<file path="config.mk">
export PLATFORM = sky130hd
export DESIGN_NAME = bmh_ctrl
export DESIGN_NICKNAME = d
export VERILOG_FILES = /design/src/sv/bmh_pkg.sv /design/src/sv/bmh_ctrl.sv
export SDC_FILE = /design/constraint.sdc
export NUM_CORES = 1
export LEC_CHECK = 0
export BUFFER_PORTS_ARGS = -buffer_cell sky130_fd_sc_hd__buf_4
export CELL_PAD_IN_SITES_DETAIL_PLACEMENT = 1
export CELL_PAD_IN_SITES_GLOBAL_PLACEMENT = 1
export CORE_UTILIZATION = 37
export DETAILED_ROUTE_END_ITERATION = 7
export PLACE_DENSITY_LB_ADDON = 0.1
export RECOVER_POWER = 50
export SYNTH_ARGS = -nofsm -noshare
export SYNTH_HDL_FRONTEND = slang
export SYNTH_SLANG_ARGS = --single-unit
export TNS_END_PERCENT = 30
</file>
<file path="constraint.sdc">
create_clock -name clk -period 4.9 [get_ports clk]
set_input_delay 0.49 -clock clk [delete_from_list [all_inputs] [get_ports clk]]
set_output_delay 0.49 -clock clk [all_outputs]
set_load 0.02 [all_outputs]
</file>
<file path="src/sv/bmh_pkg.sv">
// shared types and constants of the binary min-heap
package bmh_pkg;

    localparam int KEY_W    = 32;
    localparam int PAY_W    = 32;
    localparam int STATUS_W = 2;
    localparam int COUNT_W  = 9;
    localparam int ENTRY_W  = KEY_W + PAY_W;

    typedef enum logic {
        OP_INSERT = 1'b0,
        OP_DELETE = 1'b1
    } op_t;

    typedef enum logic [STATUS_W-1:0] {
        ST_INSERTED = 2'd0,
        ST_REMOVED  = 2'd1,
        ST_EMPTY    = 2'd2,
        ST_FULL     = 2'd3
    } status_t;

    typedef struct packed {
        logic signed [KEY_W-1:0] key;
        logic signed [PAY_W-1:0] payload;
    } entry_t;

    // read address choice of the two store ports
    typedef enum logic [1:0] {
        RD_ROOT_LAST   = 2'd0,
        RD_PARENT      = 2'd1,
        RD_GRANDPARENT = 2'd2,
        RD_CHILDREN    = 2'd3
    } rd_sel_t;

    typedef struct packed {
        logic    accept;
        rd_sel_t rd_sel;
        logic    move_up;
        logic    del_load;
        logic    move_down;
        logic    write_final;
        logic    publish;
    } ctrl_cmd_t;

    typedef struct packed {
        logic is_delete;
        logic full;
        logic empty;
        logic has_parent;
        logic up_swap;
        logic up_more;
        logic has_child;
        logic down_swap;
        logic out_busy;
    } dp_stat_t;

endpackage

</file>
<file path="src/sv/bmh_ctrl.sv">
// heap controller: sequences insert and delete walks over the store
module bmh_ctrl import bmh_pkg::*; (
    input  logic      clk,
    input  logic      rst_n,
    input  logic      in_valid,
    output logic      in_ready,
    input  dp_stat_t  stat,
    output ctrl_cmd_t cmd
);

    typedef enum logic [8:0] {
        S_IDLE     = 9'b000000001,
        S_UP_RD    = 9'b000000010,
        S_UP_CMP   = 9'b000000100,
        S_DEL_RD   = 9'b000001000,
        S_DEL_LOAD = 9'b000010000,
        S_DN_RD    = 9'b000100000,
        S_DN_CMP   = 9'b001000000,
        S_WR_FINAL = 9'b010000000,
        S_RESULT   = 9'b100000000
    } state_t;

    state_t state_reg, state_next;

    always_ff @(posedge clk or negedge rst_n)
    begin
        if (!rst_n)
        begin
            state_reg <= S_IDLE;
        end
        else
        begin
            state_reg <= state_next;
        end
    end

    always_comb
    begin
        state_next      = state_reg;
        in_ready        = 1'b0;
        cmd             = '0;
        cmd.rd_sel      = RD_CHILDREN;
        unique case (state_reg)
            S_IDLE:
            begin
                in_ready = 1'b1;
                if (in_valid)
                begin
                    cmd.accept = 1'b1;
                    if (stat.is_delete)
                    begin
                        state_next = stat.empty ? S_RESULT : S_DEL_RD;
                    end
                    else
                    begin
                        state_next = stat.full ? S_RESULT : S_UP_RD;
                    end
                end
            end
            S_UP_RD:
            begin
                cmd.rd_sel = RD_PARENT;
                state_next = stat.has_parent ? S_UP_CMP : S_WR_FINAL;
            end
            S_UP_CMP:
            begin
                // next parent is fetched ahead while this one is compared
                cmd.rd_sel = RD_GRANDPARENT;
                if (stat.up_swap)
                begin
                    cmd.move_up = 1'b1;
                    state_next  = stat.up_more ? S_UP_CMP : S_WR_FINAL;
                end
                else
                begin
                    state_next = S_WR_FINAL;
                end
            end
            S_DEL_RD:
            begin
                cmd.rd_sel = RD_ROOT_LAST;
                state_next = S_DEL_LOAD;
            end
            S_DEL_LOAD:
            begin
                cmd.del_load = 1'b1;
                state_next   = S_DN_RD;
            end
            S_DN_RD:
            begin
                cmd.rd_sel = RD_CHILDREN;
                state_next = stat.has_child ? S_DN_CMP : S_WR_FINAL;
            end
            S_DN_CMP:
            begin
                if (stat.down_swap)
                begin
                    cmd.move_down = 1'b1;
                    state_next    = S_DN_RD;
                end
                else
                begin
                    state_next = S_WR_FINAL;
                end
            end
            S_WR_FINAL:
            begin
                cmd.write_final = 1'b1;
                state_next      = S_RESULT;
            end
            S_RESULT:
            begin
                if (!stat.out_busy)
                begin
                    cmd.publish = 1'b1;
                    state_next  = S_IDLE;
                end
            end
            default:
            begin
                state_next = S_IDLE;
            end
        endcase
    end

endmodule

</file>
---- Word-level counts from Yosys, hierarchy flattened ----
Cells that the tools add are included.
word-level totals
  output and inout port bits .............. 9
  register bits ........................... 9
  input port bits ......................... 12
operators by class
  multiplexer cells ....................... 23
  reductions and logical operators ........ 1
  equal/unequal tests ..................... 11
operator list
  cell                                                              number
  9-bit case mux with 9 select lines                                1
  9-bit two-way mux                                                 5
  8-bit two-way mux                                                 5
  1-bit two-way mux                                                 11
  9-bit by 1-bit == test with 1-bit output (second input constant)  1
  9-bit by 2-bit == test with 1-bit output (second input constant)  1
  9-bit by 3-bit == test with 1-bit output (second input constant)  1
  9-bit by 4-bit == test with 1-bit output (second input constant)  1
  9-bit by 5-bit == test with 1-bit output (second input constant)  1
  9-bit by 6-bit == test with 1-bit output (second input constant)  1
  9-bit by 7-bit == test with 1-bit output (second input constant)  1
  9-bit by 8-bit == test with 1-bit output (second input constant)  1
  9-bit == test (second input constant)                             1
  2-bit case mux with 3 select lines                                1
  2-bit inequality test (second input constant)                     2
  2-bit AND reduction                                               1

---- Logic depth before layout (Yosys ltp) ----
Gate-level depths: netlist of run 1.
  depth in word-level cells ............... 4
  gate-level depth with buffers ........... 5
  depth with buffers taken out ............ 4

---- Worst setup path after synthesis of run 1 ----
Ideal clock, no wire load.
  path kind ............................... flip-flop to output port
  start point ............................. register state_reg[5]
  end point ............................... output cmd[6] (netlist bit)
  data required time ...................... 4.410 ns
  arrival time ............................ 1.796 ns
  buffers on the path ..................... 1
  slack ................................... 2.614 ns
  stages on the path, launching flop included .. 5
  cell sequence ........................... dfrtp_1 -> buf_6 -> or4_4 -> or3_1 -> or3_1
RTL lines
  element                 line            RTL
  start, declared         bmh_ctrl.sv:23  state_t state_reg, state_next;
  start signal, assigned  bmh_ctrl.sv:33  state_reg <= state_next;
  end, declared           bmh_ctrl.sv:8   output ctrl_cmd_t cmd

==> results_dict.tcl, run 1 <==
set metrics [dict create \
    grt_antenna_before_repair 0 \
    finalSetupViolCount 0 \
    ys_seq_elements 9 \
    p_seq_frac 0.335 \
    std_cell_rows 14 \
    maxSlewHeadroom 0.636 \
    vias 649 \
    clk_pin_slew_ns 0.06 \
    cts_made_buffers 3 \
    drt_first_iter_violations 10 \
    groute.usage.overall 0.205 \
    detail_route.drc_violations 0 \
    synth-seq-area-share 0.345 \
    synth_cell_type_count 37 \
    core_region_area_mm2 0.00158 \
    ctsHoldBuffers 0 \
    grt_pass1_vias 632 \
    firstDrtPassIters 4 \
    dieHeight_um 44.1 \
    clkSinkCount 9 \
    timing.setup.critical_path_class "register to output pin" \
    fin_crit_ns 2.73 \
    fp.dieArea_mm2 0.00195 \
    gp_congestion 0.787 \
    ant_nets 0 \
    drt-total-wl_um 1710 \
    numPortBuffers 20 \
    layout_worst_path_cycle_share 0.557 \
    path_category_of_the_worst_min_delay_check "input pin to async pin" \
    power.net_switching_w 0.000143 \
    area.growth.synth_to_final_pct 22.7 \
    antennaDiodeCount 0 \
    root_buffer "clkbuf_4" \
    worst_skew_pair.late_latency_ns 0.27 \
    cts_tree "done" \
    setup_repair_after_global_routing_missed_its_margin "false" \
    worst_setup_path_end_kind "output pin" \
    post_synth_main_area_contributors "dfrtp_1, dfstp_2, nand2_1" \
    grt_max_degree 13 \
    synth.cell_area_um2 657 \
    cts_post_setup_buffers_inserted 0 \
    htreeDepth 1 \
    share_of_final_layout_standard_cells_stronger_than_drive_strength_1 0.268 \
    hold_vio_cnt_final 0 \
    cts_resized 0 \
    finish.net_count 110 \
    grt_first_pass_wirelength_um 2900 \
    route.detailed.vias_per_inst 5.74 \
    cp_data_arrival_time_ns 2.24 \
    power.share.switching 0.428 \
    share_comb_of_total_power 0.485 \
    synthesis.yosys.warnings 0 \
    setup_total_negative_slack_ns 0 \
    maxSlewViolCount 0 \
    timing.max_cap.violations 0 \
    power.ir.vdd_worst_v 0.000262 \
    fin_worst_skew_ns 0.000507 \
    power.static_leakage_nw 0.388 \
    initial_core_util 0.417 \
    power.density_mw_per_mm2 413 \
    clock.fmax_mhz 366 \
    detailed_place_hpwl_um 1300 \
    worst-r2r-cell-count 4 \
    synth_largest_type_area_fraction 0.305 \
    clock_power_share 0.180 \
    postSynthNetCount 91 \
    largest_register_ffs 9 \
    dpl_cell_area_um2 796 \
    worst_ep_required_time_ns 4.41 \
    tightestPinTransition_ns 0.540 \
    status "complete, no violations" \
    detail_route.wl_per_cell_um 15.2 \
    netlist.top_cell.by_area "dfrtp_1" \
    power_report.internal_total_w 0.000190 \
    clk_path_buf_depth 2 \
    fp.dieW_um 44.1 \
    overflow 0 \
    final_cell_mix "buf_4, dfrtp_1, nor2_1, nand2_1, nor3_1" \
    synth.avg_cell_area_um2 8.31 \
    worst-path-max-fanout 8 \
    critPathLaunchType "register" \
    netlist_instances 79 \
    finish.instance_area_um2 806 \
    io_pins 21 \
    mostFrequentLayoutCell "buf_4" \
]
[worst max-delay path: stages, from the launching register on]
cell,delay (ns)
dfrtp_1,0.46
or4_1,0.60
or3_1,0.37
or3_1,0.36
buf_4,0.17
[power by group through the flow]
stage	Clock, W	Combinational [W]	Sequential [W]
floorplan	0	0.000130	0.000100
global placement	0	0.000171	0.000112
detailed placement	0	0.000174	0.000113
CTS	0.0000614	0.000175	0.000112
global route	0.0000641	0.000180	0.000115
finish	0.0000599	0.000162	0.000112
[cells in the mapped netlist]
cell      number
dfrtp_1        8
nand2_1        7
nor2_1         7
nor3_1         5
clkbuf_1       4
o21ai_0        4
nand3_1        3
nor2b_1        3
nor3b_1        3
a21oi_1        2
and3_1         2
inv_1          2
nand3b_1       2
or3_1          2
or4_4          2
xor2_1         2
a211oi_1       1
a21boi_0       1
a21o_1         1
a22oi_1        1
and4b_1        1
buf_2          1
buf_6          1
dfstp_2        1
mux2_2         1
nand2b_1       1
nand4_1        1
nor3_2         1
nor3b_2        1
nor4_1         1
nor4b_1        1
o211ai_1       1
o22ai_1        1
o31ai_1        1
or2_2          1
or4b_1         1
xnor2_1        1
[kinds of logic (layout without fill, tap and decap cells)]
logic type	Yosys count	count (layout)	synth area share
and+or+nand+nor	45	45	0.415
AOI/OAI and AO/OA	13	13	0.124
DFF	9	9	0.345
buffers and inverters	8	26	0.0590
xor gates and xnor gates	3	3	0.0400
muxes	1	1	0.0171
[worst paths after layout]
kind	from	to	slack, ns
worst min register to register	state_reg[6]	state_reg[6]	0.62
worst min-delay path	rst_n	state_reg[7]	0.15
max in group asynchronous	rst_n	state_reg[0]	4.40
min in group clk	stat[6]	state_reg[3]	0.38
worst max register to register	state_reg[5]	state_reg[0]	2.93
worst max-delay path	state_reg[5]	cmd[6]	2.17
[per-layer routing]
metal,track usage,vias to the layer above,part of all wire
met4,0.0909,0,0.013
li1,-,319,-
met5,0,-,0
met2,0.332,21,0.50
met1,0.265,305,0.45
met3,0.0367,4,0.043
[layout make-up]
class	count	area, um^2
clock buffers	4	26.3
fillers	199	771
inverters	2	7.51
multi-input cells	62	379
flip-flops and latches	9	226
well taps	16	20.0
repair buffers	20	146
[metrics by stage]
stage	setup WS, ns	hold slack [ns]	std cells	total power (W)	util
global route	2.07	0.206	113	0.000359	0.511
global placement	2.54	0.321	109	0.000283	0.505
floorplan	2.61	0.194	79	0.000230	-
CTS	2.19	0.0323	113	0.000348	0.521
finish	2.17	0.151	113	0.000333	0.511
detailed placement	2.49	0.321	109	0.000288	0.505
Power figures use the tool's default switching activity.
==> inputs of run 2 (changes only) <==
--- a/config.mk
+++ b/config.mk
@@ -5,10 +5,11 @@
 export SDC_FILE = /design/constraint.sdc
 export NUM_CORES = 1
 export LEC_CHECK = 0
+export ABC_AREA = 1
 export BUFFER_PORTS_ARGS = -buffer_cell sky130_fd_sc_hd__buf_4
 export CELL_PAD_IN_SITES_DETAIL_PLACEMENT = 1
 export CELL_PAD_IN_SITES_GLOBAL_PLACEMENT = 1
-export CORE_UTILIZATION = 37
+export CORE_UTILIZATION = 34
 export DETAILED_ROUTE_END_ITERATION = 7
 export PLACE_DENSITY_LB_ADDON = 0.1
 export RECOVER_POWER = 50
==> constraint.sdc (replaced) <==
create_clock -name clk -period 2.75 [get_ports clk]
set_input_delay 0.275 -clock clk [delete_from_list [all_inputs] [get_ports clk]]
set_output_delay 0.275 -clock clk [all_outputs]
set_load 0.02 [all_outputs]
==> run 2 against run 1 <==
  * Non-clock buffer count rose by 1
  * Cell count rose by 32%
  * Largest cell class unchanged
  * Critical path type unchanged
  * Sequential power increased by 65%
  * Power increased by 110%
  * Cell area is 13% higher
  * Combinational power rose to 2.5 times the previous value
  * First-iteration DRC count fell by 40%
  * Critical endpoint is now cmd[4]
  * Sequential share of layout area is 3.2 points lower
==> results_dict.tcl, run 2 <==
set metrics [dict create \
    status "complete, no violations" \
    cts_resized 0 \
    numPortBuffers 20 \
    worst-path-max-fanout 4 \
    placed_cells 144 \
    maxSlewViolCount 0 \
    power.static_leakage_nw 0.496 \
    tightestPinTransition_ns 0.545 \
    routed.top_layer "met4" \
    cts_post_setup_buffers_inserted 0 \
    grt_first_pass_wirelength_um 2850 \
    grt_max_degree 10 \
    detail_route.drc_violations 0 \
    synth.cell_area_um2 703 \
    ys_seq_elements 9 \
    groute.usage.overall 0.192 \
    detail_route.wl_per_cell_um 12.6 \
    std_cell_rows 16 \
    clock.fmax_mhz 552 \
    timing.setup.critical_path_class "register to output pin" \
    synth-seq-area-share 0.322 \
    finish.net_count 135 \
    clkSinkCount 9 \
    largest_register_ffs 9 \
    post_synth_main_area_contributors "dfrtp_1, nor2_1, inv_1" \
    maxSlewHeadroom 0.636 \
    htreeDepth 1 \
    ys_top_cells_by_count "nor2_1, inv_1, nand2_1" \
    drt-total-wl_um 1880 \
    mostFrequentLayoutCell "buf_4" \
    grt_pass1_vias 694 \
    power.ir.vdd_worst_v 0.000423 \
    area.growth.synth_to_final_pct 29.4 \
    final_cell_mix "buf_4, nor2_1, nand2_1, inv_1, dfrtp_1" \
    firstDrtPassIters 4 \
    worst_skew_pair.late_latency_ns 0.27 \
    path_category_of_the_worst_min_delay_check "input pin to register" \
    met3RoutedLength_um 58 \
    clk_path_buf_depth 2 \
    setup_total_negative_slack_ns 0 \
    antennaDiodeCount 0 \
    worst_setup_path_end_kind "output pin" \
    root_buffer "clkbuf_4" \
    route.detailed.vias_per_inst 4.58 \
    detailed_place_hpwl_um 1540 \
    synthesis.yosys.warnings 0 \
    layout_worst_path_cycle_share 0.659 \
    clk_pin_slew_ns 0.07 \
    gp_congestion 0.839 \
    synth_cell_type_count 22 \
    worst_ep_required_time_ns 2.48 \
    share_of_final_layout_standard_cells_stronger_than_drive_strength_1 0.410 \
    met2_length_um 1020 \
    synth_edf_count 0 \
    fp.dieArea_mm2 0.00225 \
    netlist_instances 97 \
    synth.avg_cell_area_um2 7.25 \
    vias 682 \
    postSynthNetCount 109 \
    critPathLaunchType "register" \
    drt-met1-wl_um 792 \
    synthMostInstantiatedCell "nor2_1" \
    ant_nets 0 \
    grt_antenna_before_repair 0 \
    asyncSetResetFlopFracSynth 1.00 \
    synth_largest_type_area_fraction 0.285 \
    cp_data_arrival_time_ns 1.54 \
    fp.dieW_um 47.5 \
    n_fill_cell 282 \
    dieHeight_um 47.5 \
    setup_repair_after_global_routing_missed_its_margin "false" \
    core_region_area_mm2 0.00196 \
    netlist.top_cell.by_area "dfrtp_1" \
    hold_vio_cnt_final 0 \
    overflow 0 \
    fin_crit_ns 1.81 \
    cts_tree "done" \
    yosys_most_used_dff "dfrtp_1" \
    power.density_mw_per_mm2 779 \
    initial_core_util 0.358 \
    finalSetupViolCount 0 \
    fin_worst_skew_ns 0.00373 \
    timing.max_cap.violations 0 \
    cts_made_buffers 3 \
    drt_first_iter_violations 6 \
    final_cell_count_no_fill 149 \
    io_pins 21 \
]
run 2: changes by cell type after synthesis, sizes merged, moves of 4 or more:
| cell | delta |
|---|---|
| clkbuf | -4 |
| nor3 | -5 |
| nand3 | +6 |
| inv | +20 |
| nand2 | +14 |
| nor2 | +18 |
run 2: worst max-delay path: stages, from the launching register on:
cell	delay, ns
dfrtp_1	0.44
nor2_1	0.16
nand3_1	0.20
nor2_1	0.18
inv_1	0.07
nor2_1	0.08
buf_4	0.14
run 2: final cells by class:
type                            count  area, um^2  area share
Clock buffer                        4        26.3      0.0289
Inverter                           22        82.6      0.0908
Multi-Input combinational cell     66         384       0.422
Sequential cell                     9         226       0.249
Tap cell                           27        33.8      0.0371
Timing Repair Buffer               21         156       0.172
run 2: power by group:
part           switching, W  leakage (nW)  total, W  internal [W]
sequential        0.0000255         0.121  0.000185      0.000160
clock             0.0000544        0.0150  0.000110     0.0000561
combinational      0.000264         0.360  0.000413      0.000149
run 2: timing repair:
action | CTS | global route
hold buffers | 1 | 0
setup endpoints to repair | 0 | 0
endpoints found under the hold margin | 8 | 0
run 2: metrics by stage:
stage	total power (W)	worst slack [ns]	instance area (um^2)	hold WS, ns	util
floorplan	0.000496	1.33	703	-0.0206	-
global placement	0.000596	1.35	887	0.110	0.452
detailed placement	0.000613	1.29	887	0.116	0.452
CTS	0.000728	0.986	923	0.150	0.471
global route	0.000762	0.807	910	0.167	0.464
finish	0.000709	0.938	910	0.158	0.464
run 2: path summary, 6_finish.rpt:
| path | start | to | slack (ns) | cells past startpoint |
|---|---|---|---|---|
| max | state_reg[4] | cmd[4] | 0.94 | 6 |
| max in group asynchronous | rst_n | state_reg[0] | 1.88 | 2 |
| max reg2reg | state_reg[0] | state_reg[8] | 1.28 | 9 |
| min in group asynchronous | rst_n | state_reg[7] | 0.50 | 2 |
| min | stat[7] | state_reg[1] | 0.16 | 2 |
| min reg2reg | state_reg[2] | state_reg[4] | 0.65 | 3 |
run 2: logic make-up (layout without fill, tap and decap cells):
| group | after synthesis | after routing | share of synthesized area |
|---|---|---|---|
| mux | 1 | 1 | 0.0142 |
| flops | 9 | 9 | 0.322 |
| buf+inv | 22 | 47 | 0.117 |
| simple gates | 58 | 58 | 0.475 |
| compound gates | 7 | 7 | 0.0712 |
run 2: layer usage:
metal | track usage | vias up
li1 | - | 346
met2 | 0.364 | 13
met4 | 0.0857 | 0
met1 | 0.204 | 321
met5 | 0 | -
met3 | 0.0340 | 2
==> inputs of run 3 (changes only) <==
--- a/config.mk
+++ b/config.mk
@@ -9,7 +9,7 @@
 export BUFFER_PORTS_ARGS = -buffer_cell sky130_fd_sc_hd__buf_4
 export CELL_PAD_IN_SITES_DETAIL_PLACEMENT = 1
 export CELL_PAD_IN_SITES_GLOBAL_PLACEMENT = 1
-export CORE_UTILIZATION = 34
+export CORE_UTILIZATION = 31
 export DETAILED_ROUTE_END_ITERATION = 7
 export PLACE_DENSITY_LB_ADDON = 0.1
 export RECOVER_POWER = 50
==> constraint.sdc (replaced) <==
create_clock -name clk -period 1.58 [get_ports clk]
set_input_delay 0.158 -clock clk [delete_from_list [all_inputs] [get_ports clk]]
set_output_delay 0.158 -clock clk [all_outputs]
set_load 0.02 [all_outputs]
==> run 3 against run 2 <==
  * First-iteration DRC count rose by 67%
  * Worst setup slack got worse by 0.92 ns
  * Routed wire length rose by 0.64%
==> results_dict.tcl, run 3 (synthesis gave the netlist of run 2 again) <==
set metrics [dict create \
    status "complete, no violations" \
    timing.setup.critical_path_class "register to output pin" \
    initial_core_util 0.344 \
    finish.net_count 138 \
    gp_congestion 0.817 \
    root_buffer "clkbuf_4" \
    power.ir.vdd_worst_v 0.000876 \
    std_cell_rows 16 \
    detailed_place_hpwl_um 1560 \
    worst_setup_path_end_kind "output pin" \
    cts_made_buffers 3 \
    p_seq_frac 0.241 \
    largest_register_ffs 9 \
    setup_repair_after_global_routing_missed_its_margin "true" \
    critPathTopFamily "flip-flops" \
    tightestPinTransition_ns 0.553 \
    n_fill_cell 284 \
    clk_pin_slew_ns 0.07 \
    maxSlewViolCount 0 \
    io_pins 21 \
    area.growth.synth_to_final_pct 41.8 \
    fp.dieArea_mm2 0.00246 \
    slowest_stage "dfstp_2" \
    dieHeight_um 49.6 \
    finalSetupViolCount 0 \
    placed_cells 144 \
    drt_first_iter_violations 10 \
    hold_vio_cnt_final 0 \
    path_category_of_the_worst_min_delay_check "input pin to register" \
    fin_crit_ns 1.57 \
    crit_buf_inv 1 \
    vias 685 \
    grt_first_pass_wirelength_um 3130 \
    ant_nets 0 \
    clock_power_share 0.138 \
    detail_route.wl_per_cell_um 12.5 \
    final_cell_count_no_fill 152 \
    worst_skew_pair.late_latency_ns 0.27 \
    antennaDiodeCount 0 \
    grt_max_degree 10 \
    fp.dieW_um 49.6 \
    grt_pass1_vias 728 \
    timing.max_cap.violations 0 \
    share_of_final_layout_standard_cells_stronger_than_drive_strength_1 0.528 \
    power.static_leakage_nw 0.521 \
    maxSlewHeadroom 0.632 \
    power_report.internal_total_w 0.000721 \
    setup_total_negative_slack_ns 0 \
    clk_path_buf_depth 2 \
    htreeDepth 1 \
    power.net_switching_w 0.000656 \
    layout_worst_path_cycle_share 0.992 \
    groute.usage.overall 0.171 \
    final_cell_mix "buf_4, inv_1, nand2_1, nor2_1, nor2_4" \
    mostFrequentLayoutCell "buf_4" \
    share_comb_of_total_power 0.620 \
    critPathLaunchType "register" \
    worst-path-max-fanout 3 \
    power.density_mw_per_mm2 1380 \
    detail_route.drc_violations 0 \
    drt-total-wl_um 1890 \
    route.detailed.vias_per_inst 4.51 \
    crit_path_max_incr_delay_ns 0.57 \
    core_region_area_mm2 0.00204 \
    cp_data_arrival_time_ns 1.41 \
    fin_worst_skew_ns 0.00344 \
    overflow 0 \
    clock.fmax_mhz 638 \
    grt_antenna_before_repair 0 \
    clkSinkCount 9 \
    power.share.switching 0.476 \
    cts_tree "done" \
    numPortBuffers 20 \
    worst_ep_required_time_ns 1.42 \
    worstPathCellList "nand2_1, nor2_2, nand2_2, nor2_4, buf_4" \
    firstDrtPassIters 4 \
]
==> run 3: repair_timing <==
action                     4_1_cts  5_1_grt
setup endpoints to repair        5        7
hold endpoints to repair         9        0
pin swaps                        2        7
setup buffers                    1        2
cloned                           0        0
hold buffers                     1        0
gates resized for setup          7        8
==> run 3: power by group through the flow <==
stage          Combinational (W)  Sequential (W)  Clock (W)
2_1_floorplan           0.000546        0.000317          0
3_3_place_gp            0.000725        0.000324          0
3_5_place_dp            0.000742        0.000327          0
4_1_cts                 0.000806        0.000325   0.000201
5_1_grt                 0.000928        0.000340   0.000206
6_report                0.000855        0.000333   0.000191
==> run 3: layer usage <==
metal,wire (um),share of wire,GRT usage,up-vias
met5,0,0,0,-
met4,0,0,0.0571,0
met3,105,0.055,0.0370,0
met2,936,0.49,0.293,22
li1,-,-,-,351
met1,852,0.45,0.209,312
==> run 3: per-stage QoR <==
step | worst slack, ns | power (W) | instance area [um^2] | util | hold slack [ns]
after floorplan | 0.252 | 0.000863 | 703 | - | -0.138
after global placement | 0.242 | 0.00105 | 887 | 0.434 | -0.00368
final | 0.0130 | 0.00138 | 997 | 0.488 | 0.0504
after global routing | -0.0720 | 0.00147 | 997 | 0.488 | 0.0439
after CTS | -0.0204 | 0.00133 | 957 | 0.469 | 0.0381
after detailed placement | 0.202 | 0.00107 | 887 | 0.434 | -0.00345
==> run 3: path summary, 6_finish.rpt <==
check	from	to	slack [ns]	depth (start not counted)
max	state_reg[0]	cmd[7]	0.01	5
min	stat[7]	state_reg[1]	0.05	2
max reg2reg	state_reg[0]	state_reg[8]	0.09	10
min reg2reg	state_reg[4]	state_reg[8]	0.68	3
max in group asynchronous	rst_n	state_reg[4]	0.80	2
min in group asynchronous	rst_n	state_reg[6]	0.38	2
==> run 3: cell type report <==
cell class | count | area [um^2] | area share
Tap cell | 27 | 33.8 | 0.0339
Multi-Input combinational cell | 66 | 447 | 0.448
Inverter | 22 | 82.6 | 0.0828
Sequential cell | 9 | 229 | 0.230
Clock buffer | 4 | 26.3 | 0.0263
Timing Repair Buffer | 24 | 179 | 0.179
